## config.mk

```make
export PLATFORM = sky130hd
export DESIGN_NAME = bounded_stack_with_dump
export DESIGN_NICKNAME = d
export VERILOG_FILES = /design/src/hdl/bsd_pkg.sv /design/src/hdl/bsd_ram.sv /design/src/hdl/bsd_datapath.sv /design/src/hdl/bsd_ctrl.sv /design/src/hdl/bounded_stack_with_dump.sv
export SDC_FILE = /design/constraint.sdc
export NUM_CORES = 2
export LEC_CHECK = 0
export BUFFER_PORTS_ARGS = -buffer_cell sky130_fd_sc_hd__buf_2
export CORE_AREA = 5 5 422 424
export DETAILED_ROUTE_END_ITERATION = 10
export DIE_AREA = 0 0 427 429
export REMOVE_ABC_BUFFERS = 1
export SETUP_SLACK_MARGIN = 0.15
export SLEW_MARGIN = 10
export SYNTH_ARGS = -nofsm -noshare
export SYNTH_HDL_FRONTEND = slang
export SYNTH_SLANG_ARGS = --single-unit
```

## constraint.sdc

```tcl
create_clock -name clk -period 8.6 [get_ports clk]
set_input_delay 1.72 -clock clk [delete_from_list [all_inputs] [get_ports clk]]
set_output_delay 1.72 -clock clk [all_outputs]
set_load 0.01 [all_outputs]
```

## src/hdl/bsd_pkg.sv

```systemverilog
// ----------------------------------------------------------------------------
// bsd_pkg
// Shared types and constants for the bounded stack with dump.
// ----------------------------------------------------------------------------
package bsd_pkg;

    localparam int DEPTH_DEF = 64;
    localparam int WORD_W    = 32;
    localparam int CAP_W     = 7;
    localparam int ACT_W     = 3;
    localparam logic [CAP_W-1:0] CAP_RESET = 7'd64;

    typedef enum logic [ACT_W-1:0] {
        ACT_PUSH      = 3'd0,
        ACT_POP       = 3'd1,
        ACT_DUMP_UP   = 3'd2,
        ACT_DUMP_DOWN = 3'd3,
        ACT_SHOW      = 3'd4
    } action_t;

    typedef enum logic [0:0] {
        ST_IDLE,
        ST_WALK
    } state_t;

    typedef enum logic [1:0] {
        WALK_UP,
        WALK_DOWN,
        WALK_TOP
    } walk_mode_t;

    // controller -> datapath
    typedef struct packed {
        logic       push;
        logic       pop;
        logic       start;
        walk_mode_t mode;
        logic       step;
        logic       load;
    } dp_cmd_t;

    // datapath -> controller
    typedef struct packed {
        logic empty;
        logic full;
        logic walk_last;
        logic out_free;
    } dp_status_t;

endpackage

```

## src/hdl/bsd_ram.sv

```systemverilog
// ----------------------------------------------------------------------------
// bsd_ram
// Generic simple dual-port RAM: one write port, one read port, registered read.
// ----------------------------------------------------------------------------
module bsd_ram #(
    parameter int WIDTH = 32,
    parameter int DEPTH = 64,
    parameter int AW    = (DEPTH > 1) ? $clog2(DEPTH) : 1
) (
    input  logic             clk,
    input  logic             we,
    input  logic [AW-1:0]    waddr,
    input  logic [WIDTH-1:0] wdata,
    input  logic             re,
    input  logic [AW-1:0]    raddr,
    output logic [WIDTH-1:0] rdata
);

    logic [WIDTH-1:0] mem [DEPTH];
    logic [WIDTH-1:0] rdata_reg;

    always_ff @(posedge clk)
    begin
        if (we)
        begin
            mem[waddr] <= wdata;
        end
        if (re)
        begin
            rdata_reg <= mem[raddr];
        end
    end

    assign rdata = rdata_reg;

endmodule

```

## src/hdl/bsd_datapath.sv

```systemverilog
// ----------------------------------------------------------------------------
// bsd_datapath
// Entry count, capacity register, entry RAM, walk pointer and output register.
// ----------------------------------------------------------------------------
module bsd_datapath
    import bsd_pkg::*;
#(
    parameter int DEPTH = DEPTH_DEF
) (
    input  logic                     clk,
    input  logic                     rst_n,
    input  logic                     cfg_valid,
    output logic                     cfg_ready,
    input  logic [CAP_W-1:0]         capacity,
    input  logic signed [WORD_W-1:0] value,
    output logic                     out_valid,
    input  logic                     out_ready,
    output logic signed [WORD_W-1:0] data,
    output logic                     last,
    input  dp_cmd_t                  cmd,
    output dp_status_t               status
);

    localparam int AW = (DEPTH > 1) ? $clog2(DEPTH) : 1;
    localparam int CW = $clog2(DEPTH + 1);

    logic [CW-1:0]     count_reg, count_next;
    logic [CAP_W-1:0]  cap_reg;
    logic [AW-1:0]     ptr_reg, ptr_next;
    logic [CW-1:0]     remain_reg, remain_next;
    logic              down_reg, down_next;
    logic              out_valid_reg, out_valid_next;
    logic [WORD_W-1:0] data_reg, data_next;
    logic              last_reg, last_next;

    logic [CW-1:0]     top_idx;
    logic [AW-1:0]     start_addr;
    logic [AW-1:0]     step_addr;
    logic [AW-1:0]     rd_addr;
    logic              rd_en;
    logic [WORD_W-1:0] rd_data;

    assign cfg_ready = 1'b1;

    assign top_idx    = count_reg - 1'b1;
    assign start_addr = (cmd.mode == WALK_UP) ? '0 : top_idx[AW-1:0];
    assign step_addr  = down_reg ? ptr_reg - 1'b1 : ptr_reg + 1'b1;
    assign rd_addr    = cmd.start ? start_addr : step_addr;
    assign rd_en      = cmd.start | cmd.step;

    bsd_ram #(
        .WIDTH (WORD_W),
        .DEPTH (DEPTH),
        .AW    (AW)
    ) u_ram (
        .clk   (clk),
        .we    (cmd.push),
        .waddr (count_reg[AW-1:0]),
        .wdata (value),
        .re    (rd_en),
        .raddr (rd_addr),
        .rdata (rd_data)
    );

    // full when count reaches capacity or the physical depth
    assign status.empty     = (count_reg == '0);
    assign status.full      = !(CAP_W'(count_reg) < cap_reg) || (count_reg == CW'(DEPTH));
    assign status.walk_last = (remain_reg == CW'(1));
    assign status.out_free  = !out_valid_reg || out_ready;

    always_comb
    begin
        count_next = count_reg;
        if (cmd.push)
        begin
            count_next = count_reg + 1'b1;
        end
        else if (cmd.pop)
        begin
            count_next = count_reg - 1'b1;
        end
    end

    always_comb
    begin
        ptr_next    = ptr_reg;
        remain_next = remain_reg;
        down_next   = down_reg;
        if (cmd.start)
        begin
            ptr_next    = start_addr;
            remain_next = (cmd.mode == WALK_TOP) ? CW'(1) : count_reg;
            down_next   = (cmd.mode != WALK_UP);
        end
        else if (cmd.step)
        begin
            ptr_next    = step_addr;
            remain_next = remain_reg - 1'b1;
        end
    end

    always_comb
    begin
        out_valid_next = out_valid_reg;
        data_next      = data_reg;
        last_next      = last_reg;
        if (cmd.load)
        begin
            out_valid_next = 1'b1;
            data_next      = rd_data;
            last_next      = status.walk_last;
        end
        else if (out_ready)
        begin
            out_valid_next = 1'b0;
        end
    end

    always_ff @(posedge clk or negedge rst_n)
    begin
        if (!rst_n)
        begin
            count_reg     <= '0;
            cap_reg       <= CAP_RESET;
            remain_reg    <= '0;
            out_valid_reg <= 1'b0;
        end
        else
        begin
            count_reg     <= count_next;
            remain_reg    <= remain_next;
            out_valid_reg <= out_valid_next;
            if (cfg_valid && cfg_ready)
            begin
                cap_reg <= capacity;
            end
        end
    end

    always_ff @(posedge clk)
    begin
        ptr_reg  <= ptr_next;
        down_reg <= down_next;
        data_reg <= data_next;
        last_reg <= last_next;
    end

    assign out_valid = out_valid_reg;
    assign data      = data_reg;
    assign last      = last_reg;

    a_count_bound: assert property (@(posedge clk) disable iff (!rst_n)
        count_reg <= CW'(DEPTH))
        else $error("entry count above depth");

    a_push_inc: assert property (@(posedge clk) disable iff (!rst_n)
        cmd.push |=> count_reg == $past(count_reg) + 1'b1)
        else $error("push did not advance count");

    a_step_remain: assert property (@(posedge clk) disable iff (!rst_n)
        cmd.step |-> remain_reg > CW'(1))
        else $error("walk stepped past final entry");

    a_load_free: assert property (@(posedge clk) disable iff (!rst_n)
        cmd.load |-> status.out_free)
        else $error("output register overwritten before transfer");

endmodule

```

## src/hdl/bsd_ctrl.sv

```systemverilog
// ----------------------------------------------------------------------------
// bsd_ctrl
// Controller: decodes actions and sequences the read walk for show and dumps.
// ----------------------------------------------------------------------------
module bsd_ctrl
    import bsd_pkg::*;
(
    input  logic             clk,
    input  logic             rst_n,
    input  logic             in_valid,
    output logic             in_ready,
    input  logic [ACT_W-1:0] action,
    input  dp_status_t       status,
    output dp_cmd_t          cmd
);

    state_t state_reg, state_next;

    always_comb
    begin
        state_next = state_reg;
        case (state_reg)
            ST_IDLE:
            begin
                if (in_valid && !status.empty &&
                    (action == ACT_DUMP_UP || action == ACT_DUMP_DOWN ||
                     action == ACT_SHOW))
                begin
                    state_next = ST_WALK;
                end
            end
            ST_WALK:
            begin
                if (status.out_free && status.walk_last)
                begin
                    state_next = ST_IDLE;
                end
            end
            default:
            begin
                state_next = ST_IDLE;
            end
        endcase
    end

    always_comb
    begin
        in_ready  = 1'b0;
        cmd       = '0;
        cmd.mode  = WALK_UP;
        case (state_reg)
            ST_IDLE:
            begin
                in_ready = 1'b1;
                if (in_valid)
                begin
                    case (action)
                        ACT_PUSH:
                        begin
                            cmd.push = !status.full;
                        end
                        ACT_POP:
                        begin
                            cmd.pop = !status.empty;
                        end
                        ACT_DUMP_UP:
                        begin
                            cmd.start = !status.empty;
                            cmd.mode  = WALK_UP;
                        end
                        ACT_DUMP_DOWN:
                        begin
                            cmd.start = !status.empty;
                            cmd.mode  = WALK_DOWN;
                        end
                        ACT_SHOW:
                        begin
                            cmd.start = !status.empty;
                            cmd.mode  = WALK_TOP;
                        end
                        default:
                        begin
                            // unused codes are consumed with no effect
                        end
                    endcase
                end
            end
            ST_WALK:
            begin
                if (status.out_free)
                begin
                    cmd.load = 1'b1;
                    cmd.step = !status.walk_last;
                end
            end
            default:
            begin
            end
        endcase
    end

    always_ff @(posedge clk or negedge rst_n)
    begin
        if (!rst_n)
        begin
            state_reg <= ST_IDLE;
        end
        else
        begin
            state_reg <= state_next;
        end
    end

endmodule

```

## src/hdl/bounded_stack_with_dump.sv

```systemverilog
// ----------------------------------------------------------------------------
// bounded_stack_with_dump
// Push and pop update the registered entry count; input stays open for the next item.
// Show and dumps: each result passes through the registered RAM read and then the output register,
// then one result per cycle while out_ready is high.
// Input is held off during a walk; it reopens once the final result is loaded.
// Reset: count 0, capacity 64, output empty; RAM contents are not cleared.
// ----------------------------------------------------------------------------
module bounded_stack_with_dump
    import bsd_pkg::*;
#(
    parameter int DEPTH = DEPTH_DEF
) (
    input  logic                     clk,
    input  logic                     rst_n,
    input  logic                     in_valid,
    output logic                     in_ready,
    input  logic [ACT_W-1:0]         action,
    input  logic signed [WORD_W-1:0] value,
    output logic                     out_valid,
    input  logic                     out_ready,
    output logic signed [WORD_W-1:0] data,
    output logic                     last,
    input  logic                     cfg_valid,
    output logic                     cfg_ready,
    input  logic [CAP_W-1:0]         capacity
);

    dp_cmd_t    cmd;
    dp_status_t status;

    bsd_ctrl u_ctrl (
        .clk      (clk),
        .rst_n    (rst_n),
        .in_valid (in_valid),
        .in_ready (in_ready),
        .action   (action),
        .status   (status),
        .cmd      (cmd)
    );

    bsd_datapath #(
        .DEPTH (DEPTH)
    ) u_datapath (
        .clk       (clk),
        .rst_n     (rst_n),
        .cfg_valid (cfg_valid),
        .cfg_ready (cfg_ready),
        .capacity  (capacity),
        .value     (value),
        .out_valid (out_valid),
        .out_ready (out_ready),
        .data      (data),
        .last      (last),
        .cmd       (cmd),
        .status    (status)
    );

endmodule
```

==> results.toml <==
[timing]
final.setup_skew_ns = 0.0450
slew_violations = 0
hold_slack_ns = 0.485
rsz0062_at_grt = "no"
max_slew_margin = 0.102
fin_crit_ns = 5.96
post-route-period-util = 0.693
hold_viol = 0
worst_pin_slew_ns = 1.34
max_freq_mhz = 168
setup_viol = 0

[hold_path]
hold_path.startpoint = "u_datapath.u_ram.rdata[26]"
holdPathEnd = "u_datapath.data[26]"
hold_path.class = "reg -> reg"
min_path_cells = 0

[global_route]
overflow = 0
met1_usage = 0.400
antenna_found_initial = 9
grt_max_degree = 189
use_met2 = 0.440
grt_pass1_wl_um = 371000
grtUsageTotal = 0.281
use_met3 = 0.0537
grt_pass1_vias = 49787
globalRoute.busiestLayer = "met2"

[clock_network]
hold_buffers = 0
cts_buffer_depth = 3
postCtsSetupRepairBufs = 0
clk_latency_ns = 0.87
htree_levels = 4
cts_inserted_buffers = 215
cts_num_sinks = 2143
cts_resized = 0
clkSlewWorstSetupHoldPaths_ns = 0.07
cts_tree = "done"
cts_root_buffer = "clkbuf_16"

[die]
core-area_um2 = 173000
std_cell_rows = 153
dieArea_um2 = 183000
start_util = 0.489
ios = 83
die_w_um = 427
die-height_um = 429

[final_layout]
syn2layout_area_growth_pct = 12.0
instances_no_fill = 8342
multi_input_comb_area_um2 = 19000
nets = 5893
drive_above_1_share = 0.104
largest_register_ff_count = 2048
fillers = 14031
layout_commonest_cell = "edfxtp_1"
layout_common_cells = "edfxtp_1 (2120), nand2_1 (1217), nand3_1 (351), mux2i_1 (236), clkbuf_16 (215)"
seqCellArea_um2 = 64200

[synthesis]
synthesis.area_um2 = 84700
synth_seq_cells = 2143
ys_warn_count = 0
seq_area_frac_synth = 0.758
synth_ff_type = "edfxtp_1"
avgSynthCellArea_um2 = 14.7
synth_edf_count = 2120
synth_cell_type_count = 82
postSynth.asyncResetShare = 0.0107
syn_inst = 5775

[worst_setup_path]
worst-endpoint-required_ns = 9.32
cp-end-kind = "flip-flop"
path_cells = "clkinv_1 > ha_1 > or3b_1 > o22ai_4 > nor2_2 > mux2i_4 > inv_2 > nand2_1 > a221oi_1 > o21ai_0 > nand4_1 > o21a_1"
reg2reg_from = "u_datapath.count_reg[0]"
r2r_cells = 12
critical_path_class = "reg -> reg"
cpMaxStageDelayCell = "nor2_2"
critPathMaxFanout = 27
worstPathArrival_ns = 6.68
slowest_delay_ns = 0.84
r2r_setup_slack_ns = 2.64
r2r_end = "u_datapath.u_ram.rdata[13]"
crit_path_start_kind = "flip-flop"

[power]
p_total_mw = 38.5
leakage_nw = 31.4
power_density_nw_per_um2 = 405
vdd_drop_max_uv = 729

[place]
dpl.cell_count = 7938
port_buffers = 81
gp_congestion = 0.842
hpwl_um = 140000

[detailed_routing]
drt_wl_total_um = 263000
drtPass1Iterations = 8
drc = 0
via_per_inst = 6.33
via_count = 52793
antenna_left = 0
wl_per_cell_um = 31.5
drt_iter0_markers = 7413

[outcome]
status = "completed"

[job]
drv_cap = 0
[how the worst max path moves through the flow]
stage                                       endpoint  cells after the start  slack [ns]                    start
final                     u_datapath.u_ram.rdata[13]                     12        2.64  u_datapath.count_reg[0]
after global routing      u_datapath.u_ram.rdata[13]                     12        2.46  u_datapath.count_reg[0]
after detailed placement  u_datapath.u_ram.rdata[13]                     11        1.90                action[2]
after floorplan            u_datapath.u_ram.rdata[3]                     10      -17.11                action[1]
after CTS                 u_datapath.u_ram.rdata[13]                     12        2.73  u_datapath.count_reg[0]
after global placement    u_datapath.u_ram.rdata[13]                     11        1.96                action[2]
[worst max-delay path: cells and delay by family (launching register included)]
kind | cells | cell delay [ns]
adders and majority gates | 1 | 0.33
muxes | 1 | 0.15
and+or+nand+nor | 4 | 2.32
AOI/OAI and AO/OA | 4 | 1.23
buffers and inverters | 2 | 1.18
DFF | 1 | 0.58
[area by class of cell]
cell class / count / area share
flip-flops and latches: 2143 / 0.677
multi-input cells: 3205 / 0.200
clock buffers: 282 / 0.0598
well taps: 2325 / 0.0306
repair buffers: 243 / 0.0195
clock inverters: 112 / 0.0113
inverters: 23 / 0.00136
diodes: 9 / 0.000237
[through the flow]
stage | setup WS (ns) | instance area [µm²] | util | setup TNS, ns
4_1_cts | 2.73 | 94900 | 0.547 | 0
5_1_grt | 2.46 | 94900 | 0.547 | 0
3_3_place_gp | 1.96 | 88100 | 0.508 | 0
3_5_place_dp | 1.90 | 88100 | 0.508 | 0
6_report | 2.64 | 94900 | 0.547 | 0
2_1_floorplan | -17.11 | 82800 | - | -555.23
[metal layers]
layer	part of all wire	up-vias
met5	0.000042	-
met4	0.038	2
met3	0.096	467
met2	0.47	2896
met1	0.40	26958
li1	-	22470
[synth_stat cells (all sizes together) (8+ instances only)]
master,instances,area [µm²]
buf,285,1510
nand2,1219,4580
or3,9,56.3
nand4,36,225
o22a,13,114
a32oi,19,166
inv,21,81.3
o221ai,38,333
dfrtp,22,551
a311oi,154,1350
mux2i,238,2410
ha,14,175
nor2,94,382
and3,185,1160
a211oi,170,1290
edfxtp,2120,63700
a221oi,70,626
a31oi,107,669
o21ai,71,355
nor3,36,185
o32ai,8,70.1
o22ai,60,389
a41oi,10,87.6
a21oi,153,777
clkbuf,119,447
nand3,351,1760
a21o,12,90.1
o2111ai,20,175
xor2,10,87.6
xnor2,8,70.1
[cells by family (layout without fill, tap and decap cells)]
family	count (synthesis)	after routing	share of synthesized area
flops	2143	2143	0.758
simple gates	1954	1954	0.100
other cells	1	10	0.0000443
xor+xnor	18	18	0.00186
buf+inv	427	660	0.0242
fa+ha+maj	15	15	0.00230
compound gates	973	973	0.0840
mux	244	244	0.0292
[power breakdown]
group,leakage [nW],total [mW],internal [mW],switching (mW)
clock network,3.26,9.08,5.07,4.01
registers,19.4,12.2,11.9,0.245
logic,8.78,17.3,4.78,12.5
Power figures use the tool's default switching activity.
